## src/design/icl_pkg.sv

```systemverilog
// icl_pkg: recognizer phase types, literal form codes and character-class
// and next-phase functions for the integer literal classifier.
// No dependencies.
package icl_pkg;

    localparam int CharWidth = 8;
    localparam int FormWidth = 2;
    localparam int OutDataWidth = 8;

    typedef logic [CharWidth-1:0] char_t;

    typedef enum logic [3:0] {
        PP_LEAD      = 4'd0,
        PP_SIGNED    = 4'd1,
        PP_ZERO      = 4'd2,
        PP_HEX       = 4'd3,
        PP_OCT       = 4'd4,
        PP_DEC       = 4'd5,
        PP_SUF       = 4'd6,
        PP_TRAIL_HEX = 4'd7,
        PP_TRAIL_OCT = 4'd8,
        PP_TRAIL_DEC = 4'd9,
        PP_FAIL_HEX  = 4'd10,
        PP_FAIL_OCT  = 4'd11,
        PP_FAIL_DEC  = 4'd12
    } prefix_phase_t;

    typedef enum logic [2:0] {
        SP_LEAD  = 3'd0,
        SP_DIG   = 3'd1,
        SP_E     = 3'd2,
        SP_EXPD  = 3'd3,
        SP_TRAIL = 3'd4,
        SP_FAIL  = 3'd5
    } sci_phase_t;

    typedef enum logic [FormWidth-1:0] {
        FORM_SCI = 2'd0,
        FORM_OCT = 2'd1,
        FORM_HEX = 2'd2,
        FORM_DEC = 2'd3
    } literal_form_t;

    localparam char_t CH_PLUS  = 8'h2B;
    localparam char_t CH_MINUS = 8'h2D;
    localparam char_t CH_POINT = 8'h2E;
    localparam char_t CH_ZERO  = 8'h30;
    localparam char_t CH_SEVEN = 8'h37;
    localparam char_t CH_NINE  = 8'h39;
    localparam char_t CH_UP_A  = 8'h41;
    localparam char_t CH_UP_E  = 8'h45;
    localparam char_t CH_UP_F  = 8'h46;
    localparam char_t CH_UP_L  = 8'h4C;
    localparam char_t CH_UP_U  = 8'h55;
    localparam char_t CH_LO_A  = 8'h61;
    localparam char_t CH_LO_E  = 8'h65;
    localparam char_t CH_LO_F  = 8'h66;
    localparam char_t CH_LO_L  = 8'h6C;
    localparam char_t CH_LO_U  = 8'h75;
    localparam char_t CH_LO_X  = 8'h78;
    localparam char_t CH_TAB   = 8'h09;
    localparam char_t CH_CR    = 8'h0D;
    localparam char_t CH_SPACE = 8'h20;

    function automatic logic is_ws(input char_t c);
        return (c == CH_SPACE) || (c inside {[CH_TAB:CH_CR]});
    endfunction

    function automatic logic is_dig(input char_t c);
        return c inside {[CH_ZERO:CH_NINE]};
    endfunction

    function automatic logic is_oct(input char_t c);
        return c inside {[CH_ZERO:CH_SEVEN]};
    endfunction

    function automatic logic is_hex(input char_t c);
        return is_dig(c) || (c inside {[CH_LO_A:CH_LO_F]}) || (c inside {[CH_UP_A:CH_UP_F]});
    endfunction

    function automatic logic is_sfx(input char_t c);
        return c inside {CH_LO_U, CH_UP_U, CH_LO_L, CH_UP_L};
    endfunction

    function automatic logic is_e(input char_t c);
        return (c == CH_LO_E) || (c == CH_UP_E);
    endfunction

    function automatic logic is_sign(input char_t c);
        return (c == CH_PLUS) || (c == CH_MINUS);
    endfunction

    // decimal digit loop entry
    function automatic prefix_phase_t dec_step(input char_t c);
        if (is_dig(c)) return PP_DEC;
        if (is_sfx(c)) return PP_SUF;
        if (is_ws(c)) return PP_TRAIL_DEC;
        return PP_FAIL_DEC;
    endfunction

    function automatic prefix_phase_t prefix_next(input prefix_phase_t p, input char_t c);
        prefix_phase_t n;
        n = PP_FAIL_DEC;
        case (p)
            PP_LEAD: begin
                if (is_ws(c)) n = PP_LEAD;
                else if (is_sign(c)) n = PP_SIGNED;
                else if (c == CH_ZERO) n = PP_ZERO;
                else n = dec_step(c);
            end
            PP_SIGNED: begin
                if (c == CH_ZERO) n = PP_ZERO;
                else n = dec_step(c);
            end
            PP_ZERO: begin
                if (c == CH_LO_X) n = PP_HEX;
                else if (is_oct(c)) n = PP_OCT;
                else if (is_dig(c)) n = PP_FAIL_OCT;
                else n = dec_step(c);
            end
            PP_HEX: begin
                if (is_hex(c)) n = PP_HEX;
                else n = is_ws(c) ? PP_TRAIL_HEX : PP_FAIL_HEX;
            end
            PP_OCT: begin
                if (is_oct(c)) n = PP_OCT;
                else n = is_ws(c) ? PP_TRAIL_OCT : PP_FAIL_OCT;
            end
            PP_DEC:       n = dec_step(c);
            PP_SUF: begin
                if (is_sfx(c)) n = PP_SUF;
                else n = is_ws(c) ? PP_TRAIL_DEC : PP_FAIL_DEC;
            end
            PP_TRAIL_HEX: n = is_ws(c) ? PP_TRAIL_HEX : PP_FAIL_HEX;
            PP_TRAIL_OCT: n = is_ws(c) ? PP_TRAIL_OCT : PP_FAIL_OCT;
            PP_TRAIL_DEC: n = is_ws(c) ? PP_TRAIL_DEC : PP_FAIL_DEC;
            PP_FAIL_HEX:  n = PP_FAIL_HEX;
            PP_FAIL_OCT:  n = PP_FAIL_OCT;
            default:      n = PP_FAIL_DEC;
        endcase
        return n;
    endfunction

    function automatic sci_phase_t sci_next(input sci_phase_t p, input char_t c);
        sci_phase_t n;
        n = SP_FAIL;
        case (p)
            SP_LEAD: begin
                if (is_ws(c)) n = SP_LEAD;
                else if (is_sign(c) || is_dig(c)) n = SP_DIG;
                else if (is_e(c)) n = SP_E;
                else n = SP_FAIL;
            end
            SP_DIG: begin
                if (is_dig(c)) n = SP_DIG;
                else if (is_e(c)) n = SP_E;
                else n = is_ws(c) ? SP_TRAIL : SP_FAIL;
            end
            SP_E: begin
                if ((c == CH_PLUS) || is_dig(c)) n = SP_EXPD;
                else n = is_ws(c) ? SP_TRAIL : SP_FAIL;
            end
            SP_EXPD: begin
                if (is_dig(c)) n = SP_EXPD;
                else n = is_ws(c) ? SP_TRAIL : SP_FAIL;
            end
            SP_TRAIL: n = is_ws(c) ? SP_TRAIL : SP_FAIL;
            default:  n = SP_FAIL;
        endcase
        return n;
    endfunction

endpackage

```

## src/design/integer_literal_classifier.sv

```systemverilog
// integer_literal_classifier: top level, character stream in, one verdict per token out.
// Depends on icl_pkg for phase types, form codes and next-phase functions.
//
// Usage:
//   s_ channel takes one token byte per request in s_tdata, with s_tlast on the
//   final byte of the token. Only the final byte produces a request on m_:
//   m_tdata[0] is the integer verdict, m_tdata[2:1] the literal form
//   (scientific, octal, hex, decimal).
//   The verdict appears on m_ in the cycle after the final byte is taken.
//   Throughput: one byte per cycle while s_tready is high; the recognizer phases
//   update in one short combinational step from the byte and the phase registers.
//   After the final byte all recognizer state returns to its start, so the
//   next token may follow in the very next cycle.
//   The output register holds a verdict until m_tready; s_tready stays high
//   while the output register is empty or being drained in the same cycle, so
//   a stalled receiver stalls the byte stream only when a verdict is waiting.
//   Reset (aresetn low, synchronous) clears the phases, flags and m_tvalid.
module integer_literal_classifier (
    input  logic       aclk,
    input  logic       aresetn,
    input  logic       s_tvalid,
    output logic       s_tready,
    input  logic [7:0] s_tdata,   // char_code[7:0]
    input  logic       s_tlast,   // last_char
    output logic       m_tvalid,
    input  logic       m_tready,
    output logic [7:0] m_tdata    // is_integer[0], literal_form[2:1], zero [7:3]
);

    icl_pkg::prefix_phase_t prefix_reg, prefix_next;
    icl_pkg::sci_phase_t    sci_reg, sci_next;
    logic seen_point_reg, seen_point_next;
    logic seen_upper_e_reg, seen_upper_e_next;
    logic prev_e_reg, prev_e_next;
    logic seen_e_minus_reg, seen_e_minus_next;
    logic m_valid_reg;
    logic is_integer_reg, is_integer_next;
    icl_pkg::literal_form_t form_reg, form_next;
    logic accept;
    logic prefix_ok;

    assign s_tready = !m_valid_reg || m_tready;
    assign accept   = s_tvalid && s_tready;
    assign m_tvalid = m_valid_reg;
    assign m_tdata  = {{(icl_pkg::OutDataWidth - icl_pkg::FormWidth - 1){1'b0}},
                       form_reg, is_integer_reg};

    always_comb begin
        seen_point_next   = seen_point_reg || (s_tdata == icl_pkg::CH_POINT);
        seen_upper_e_next = seen_upper_e_reg || (s_tdata == icl_pkg::CH_UP_E);
        seen_e_minus_next = seen_e_minus_reg || (prev_e_reg && (s_tdata == icl_pkg::CH_MINUS));
        prev_e_next       = icl_pkg::is_e(s_tdata);
        prefix_next       = icl_pkg::prefix_next(prefix_reg, s_tdata);
        sci_next          = icl_pkg::sci_next(sci_reg, s_tdata);

        case (prefix_next)
            icl_pkg::PP_HEX, icl_pkg::PP_TRAIL_HEX, icl_pkg::PP_FAIL_HEX:
                form_next = icl_pkg::FORM_HEX;
            icl_pkg::PP_OCT, icl_pkg::PP_TRAIL_OCT, icl_pkg::PP_FAIL_OCT:
                form_next = icl_pkg::FORM_OCT;
            default:
                form_next = icl_pkg::FORM_DEC;
        endcase
        prefix_ok = (prefix_next != icl_pkg::PP_FAIL_HEX) &&
                    (prefix_next != icl_pkg::PP_FAIL_OCT) &&
                    (prefix_next != icl_pkg::PP_FAIL_DEC);
        is_integer_next = prefix_ok;
        if (seen_upper_e_next) begin
            form_next       = icl_pkg::FORM_SCI;
            is_integer_next = (sci_next != icl_pkg::SP_FAIL);
        end
        is_integer_next = is_integer_next && !seen_point_next && !seen_e_minus_next;
    end

    always_ff @(posedge aclk) begin
        if (!aresetn) begin
            prefix_reg       <= icl_pkg::PP_LEAD;
            sci_reg          <= icl_pkg::SP_LEAD;
            seen_point_reg   <= 1'b0;
            seen_upper_e_reg <= 1'b0;
            prev_e_reg       <= 1'b0;
            seen_e_minus_reg <= 1'b0;
            m_valid_reg      <= 1'b0;
        end else begin
            if (accept && s_tlast) begin
                m_valid_reg <= 1'b1;
            end else if (m_tready) begin
                m_valid_reg <= 1'b0;
            end
            if (accept) begin
                if (s_tlast) begin
                    prefix_reg       <= icl_pkg::PP_LEAD;
                    sci_reg          <= icl_pkg::SP_LEAD;
                    seen_point_reg   <= 1'b0;
                    seen_upper_e_reg <= 1'b0;
                    prev_e_reg       <= 1'b0;
                    seen_e_minus_reg <= 1'b0;
                end else begin
                    prefix_reg       <= prefix_next;
                    sci_reg          <= sci_next;
                    seen_point_reg   <= seen_point_next;
                    seen_upper_e_reg <= seen_upper_e_next;
                    prev_e_reg       <= prev_e_next;
                    seen_e_minus_reg <= seen_e_minus_next;
                end
            end
        end
    end

    // verdict payload
    always_ff @(posedge aclk) begin
        if (accept && s_tlast) begin
            is_integer_reg <= is_integer_next;
            form_reg       <= form_next;
        end
    end

endmodule

```

## config.mk

```make
export PLATFORM = sky130hd
export DESIGN_NAME = integer_literal_classifier
export DESIGN_NICKNAME = d
export VERILOG_FILES = /design/src/design/icl_pkg.sv /design/src/design/integer_literal_classifier.sv
export SDC_FILE = /design/constraint.sdc
export NUM_CORES = 1
export LEC_CHECK = 0
export BUFFER_PORTS_ARGS = -buffer_cell sky130_fd_sc_hd__buf_4
export CORE_ASPECT_RATIO = 0.75
export CORE_MARGIN = 5
export CORE_UTILIZATION = 42
export CTS_CLUSTER_DIAMETER = 40
export CTS_CLUSTER_SIZE = 40
export DETAILED_ROUTE_END_ITERATION = 16
export HOLD_SLACK_MARGIN = 0.08
export PLACE_DENSITY_LB_ADDON = 0.15
export REMOVE_ABC_BUFFERS = 1
export SYNTH_ARGS = -nofsm -noshare
export SYNTH_HDL_FRONTEND = slang
export SYNTH_SLANG_ARGS = --single-unit
```

## constraint.sdc

```tcl
create_clock -name aclk -period 3.4 [get_ports aclk]
set_input_delay 0.34 -clock aclk [delete_from_list [all_inputs] [get_ports aclk]]
set_output_delay 0.34 -clock aclk [all_outputs]
set_load 0.05 [all_outputs]
```

# Word level (Yosys, flattened, before mapping)
# Index checks and enable logic that the tools add are counted.
# W data, S select, Z words.
# word_totals
regBits	15
input_bits	13
word_cells	184
# classes
order_cmp	9
eq_ne	37
n_mux	97
reduce_logical	32
# ops
operator	count
$mux W4	29
$eq A8 B7 Y1 const B	7
$mux W1	55
$pmux W4 S12	1
$eq A8 B6 Y1 const B	5
$eq A4 B4 Y1 const B	7
$mux W3	9
$eq A4 B3 Y1 const B	6
$ge A8 B7 Y1 const B	2
$le A8 B6 Y1 const B	2
$le A8 B7 Y1 const B	2
$pmux W3 S5	1
$eq A4 B2 Y1 const B	3
$logic_and A1 B1 Y1	12
$ne A4 B4 Y1 const B	3
$logic_or A1 B1 Y1	11
$ge A8 B4 Y1 const B	1
$ge A8 B6 Y1 const B	1
$le A8 B4 Y1 const B	1
$eq A3 B2 Y1 const B	2
$reduce_or A3 Y1	2
$eq A4 B1 Y1 const B	1
$logic_not A4 Y1	1
$pmux W2 S2	1
other kinds (8)	10

# Logic depth before layout (Yosys ltp)
# logic_depth
ltp_word	31
mapped_depth	9
mapped_depth_nobuf	7

# Worst setup path before layout
# No wires, ideal clock.
# synth_path
path_type	in2reg
startpoint	in s_tdata[1]
endpoint	reg form_reg[0] (data pin)
setup_time_ns	0.281
arrival_time_ns	2.027
required_time_ns	3.119
slack_ns	1.092
path_stages	9
path_cell_list	buf_6 or3_1 buf_6 and4b_4 o21ai_4 a21boi_1 o2111ai_2 nor3b_1 a221oi_1
# synth_via
elab_chain_cells	20
# synth_lines
item	line	text
from (decl)	integer_literal_classifier.sv:23	input logic [7:0] s_tdata,
$ge A8 B4 Y1 or $le A8 B4 Y1 (tied branches)	icl_pkg.sv:66	return (c == CH_SPACE) || (c inside {[CH_TAB:CH_CR]});
$logic_and A1 B1 Y1	icl_pkg.sv:66	
$logic_or A1 B1 Y1	icl_pkg.sv:66	
$mux W1 (2 in a row)	icl_pkg.sv:97	if (is_ws(c)) return PP_TRAIL_DEC;
$mux W1	icl_pkg.sv:96	if (is_sfx(c)) return PP_SUF;
$mux W1	icl_pkg.sv:118	else if (is_dig(c)) n = PP_FAIL_OCT;
$mux W1	icl_pkg.sv:117	else if (is_oct(c)) n = PP_OCT;
$mux W1	icl_pkg.sv:116	if (c == CH_LO_X) n = PP_HEX;
[... 3 more ...]	n/a	
$mux W4	icl_pkg.sv:96	
$mux W4	icl_pkg.sv:118	
$mux W4	icl_pkg.sv:117	
$mux W4	icl_pkg.sv:116	
$pmux W4 S12	icl_pkg.sv:104	case (p)
$eq A4 B3 Y1 (tied with other cells)	integer_literal_classifier.sv:56	case (prefix_next)
$reduce_or A3 Y1	integer_literal_classifier.sv:56	
$pmux W2 S2	integer_literal_classifier.sv:56	
to (signal assigned)	integer_literal_classifier.sv:114	form_reg <= form_next;
to (decl)	integer_literal_classifier.sv:38	icl_pkg::literal_form_t form_reg, form_next;
# Several ways; a longest one is shown, not always the timed one. The select of a mux whose other input is x is not followed.
# A chain may end at the register's enable or synchronous reset.

# Final worst setup path
# layout_path
startpoint	reg prefix_reg[0]
endpoint	reg form_reg[0] (data pin)
# layout_via
elab_chain_cells	5
# layout_lines
item	line	text
from (decl)	integer_literal_classifier.sv:30	icl_pkg::prefix_phase_t prefix_reg, prefix_next;
from (signal assigned)	integer_literal_classifier.sv:77	prefix_reg <= icl_pkg::PP_LEAD;
from (signal assigned)	integer_literal_classifier.sv:92	prefix_reg <= icl_pkg::PP_LEAD;
from (signal assigned)	integer_literal_classifier.sv:99	prefix_reg <= prefix_next;
$eq A4 B4 Y1 (tied with other cells)	icl_pkg.sv:104	
$pmux W4 S12 (*)	icl_pkg.sv:104	
$eq A4 B3 Y1 (tied with other cells)	integer_literal_classifier.sv:56	
$reduce_or A3 Y1	integer_literal_classifier.sv:56	
$pmux W2 S2 (*)	integer_literal_classifier.sv:56	
# Every way passes the cells marked *; elsewhere a longest branch is shown, timed or not.

==> impl_metrics.tcl <==
set metrics [dict create \
    status "complete, no violations" \
    fin_crit_sh_pct 74.9 \
    clk_latency_ps 250 \
    setup_tns_ps 0 \
    gp_congestion 0.820 \
    synth_area_leaders "dfxtp_1 (16%), edfxtp_1 (6.0%), nor2_1 (4.5%)" \
    rows 18 \
    drv_slew 0 \
    grt_usage_pct 17.5 \
    avgSynthCellArea_um2 7.65 \
    cts_setup_buffers 0 \
    leakagePower_nw 0.603 \
    wl_met1_um 2030 \
    synthArstFlopShare_pct 0 \
    netlist_instances 195 \
    cts_hold_buf 0 \
    seq_area_frac_synth_pct 22.1 \
    mappedNetlistArea_mm2 0.00149 \
    min_to "sci_reg[0]" \
    fp.dieH_um 61.6 \
    worstPathArrival_ps 2520 \
    max_cap_viol_count 0 \
    core_mm2 0.00336 \
    synth_ff_type "dfxtp_1" \
    crit_type "reg2reg" \
    antenna_left 0 \
    required_ps 3380 \
    overflow 0 \
    vdd_drop_max_uv 177 \
    start_kind "register" \
    highest_layer "met4" \
    cp-end-kind "register" \
    r2r_setup_slack_ps 850 \
    synth_top_area_cell "dfxtp_1" \
    cts_root_buffer "clkbuf_8" \
    drc 0 \
    die_area_mm2 0.00486 \
    cts_resized 0 \
    final_common_cell "nor2_1" \
    met2WireLength_um 1750 \
    power_density_mw_per_mm2 323 \
    grt_pass1_wl_um 6710 \
    wl_um 4040 \
    synth-seq-cells 15 \
    vias 1518 \
    avgRoutedWirePerCell_um 16.5 \
    hpwlAfterDp_um 3070 \
    layout_common_cells "nor2_1 (18), buf_4 (17), nand2_1 (14), o21ai_0 (12), dfxtp_1 (12)" \
    hold_start "aresetn" \
    syn_to_final_growth_pct 9.56 \
    dr.pass1.iters 4 \
    met3_length_um 216 \
    max_slew_margin_pct 63.4 \
    die_x_um 78.8 \
    io_buffers 17 \
    hold_viol_final 0 \
    cts_sinks 15 \
    setup_violations 0 \
    yosysUniqueCellTypes 63 \
    path_max_fanout 10 \
    worstHoldPathCells 2 \
    htreeDepth 1 \
    rsz0062_at_grt "no" \
    antenna_cells 0 \
    start_util_pct 44.4 \
    grt_max_degree 18 \
    final_nets 219 \
    synth_top_area_share_pct 16.1 \
    drt-vias-per-instance 6.20 \
    cts_inserted_buffers 3 \
    grt_pass1_vias 1382 \
    yosysWarnings 0 \
    reg2reg_from "prefix_reg[0]" \
    grt_antenna_before_repair 0 \
    synth-edff-count 3 \
    io_pins 23 \
    cts_tree "done" \
    p_total_w 0.000528 \
    hold_path.class "in2reg" \
    tightest_slew_ps 543 \
    drt_iter0_markers 200 \
    drive_above_1_share_pct 17.1 \
    largest_reg_flops 4 \
    nFillCells 335 \
    finClkSkew_ps 0.906 \
    clk_path_buf_depth 2 \
    reg2reg_depth 7 \
    fmax_ghz 0.393 \
    clk_pin_slew_worst_paths_ps 60 \
    layout_min_cycle_time_ps 2550 \
    finalCoreUtilization_pct 48.7 \
    r2r_end "form_reg[0]" \
]
area by class of cell:
class | instances | area, µm² | area share, %
multi-input cells | 160 | 1050 | 64.1
clock buffers | 4 | 45.0 | 2.76
repair buffers | 17 | 128 | 7.81
well taps | 40 | 50.0 | 3.06
inverters | 9 | 33.8 | 2.07
flip-flops and latches | 15 | 330 | 20.2
cell usage after synthesis, types with 5 or more instances:
master / count
nand2b_1: 5
o21ai_0: 12
nor2b_1: 10
nand2_1: 14
nor3_1: 11
buf_4: 6
nor2_1: 18
clkbuf_1: 6
a21oi_1: 10
dfxtp_1: 12
inv_1: 8
a211oi_1: 5
per-layer routing:
layer	vias to the layer above	track usage, %
met4	0	4.66
met3	6	3.51
met2	59	26.8
met5	-	0
li1	751	-
met1	702	25.1
through the flow:
step | setup slack [ps] | std cells | cell area, µm² | hold slack, ps
6_report | 853 | 245 | 1630 | 371
5_1_grt | 784 | 245 | 1630 | 379
4_1_cts | 942 | 245 | 1630 | 361
3_5_place_dp | 726 | 241 | 1590 | 466
3_3_place_gp | 745 | 241 | 1590 | 452
2_1_floorplan | 1160 | 184 | 1410 | 438
report_power, final:
part | switching, W | internal (W) | leakage, nW
Clock | 0.0000664 | 0.0000832 | 0.0228
Sequential | 0.0000131 | 0.000192 | 0.123
Combinational | 0.000109 | 0.0000644 | 0.457
worst max-delay path by stage:
| stage | depth (start not counted) | slack (ps) | startpoint | end |
|---|---|---|---|---|
| 4_1_cts | 7 | 940 | prefix_reg[0] | form_reg[0] |
| 2_1_floorplan | 7 | 1160 | s_tdata[1] | form_reg[0] |
| 6_report | 7 | 850 | prefix_reg[0] | form_reg[0] |
| 3_5_place_dp | 8 | 730 | s_tdata[1] | form_reg[0] |
| 5_1_grt | 7 | 780 | prefix_reg[0] | form_reg[0] |
| 3_3_place_gp | 8 | 740 | s_tdata[1] | form_reg[0] |
cell families after synthesis:
kind of cell | synth area share [%]
flip-flops | 22.1
XOR/XNOR | 0.587
buffers and inverters | 8.64
AO/OA/AOI/OAI | 30.9
other | 0.251
AND/OR/NAND/NOR | 37.5
critical path, cell delays in order (launching register included):
cell	delay [ps]
dfxtp_1	550
clkinv_1	330
nor2_1	310
o311ai_1	180
a21boi_1	180
o2111ai_2	320
nor3b_1	280
a221oi_1	120
Power figures use the tool's default switching activity.
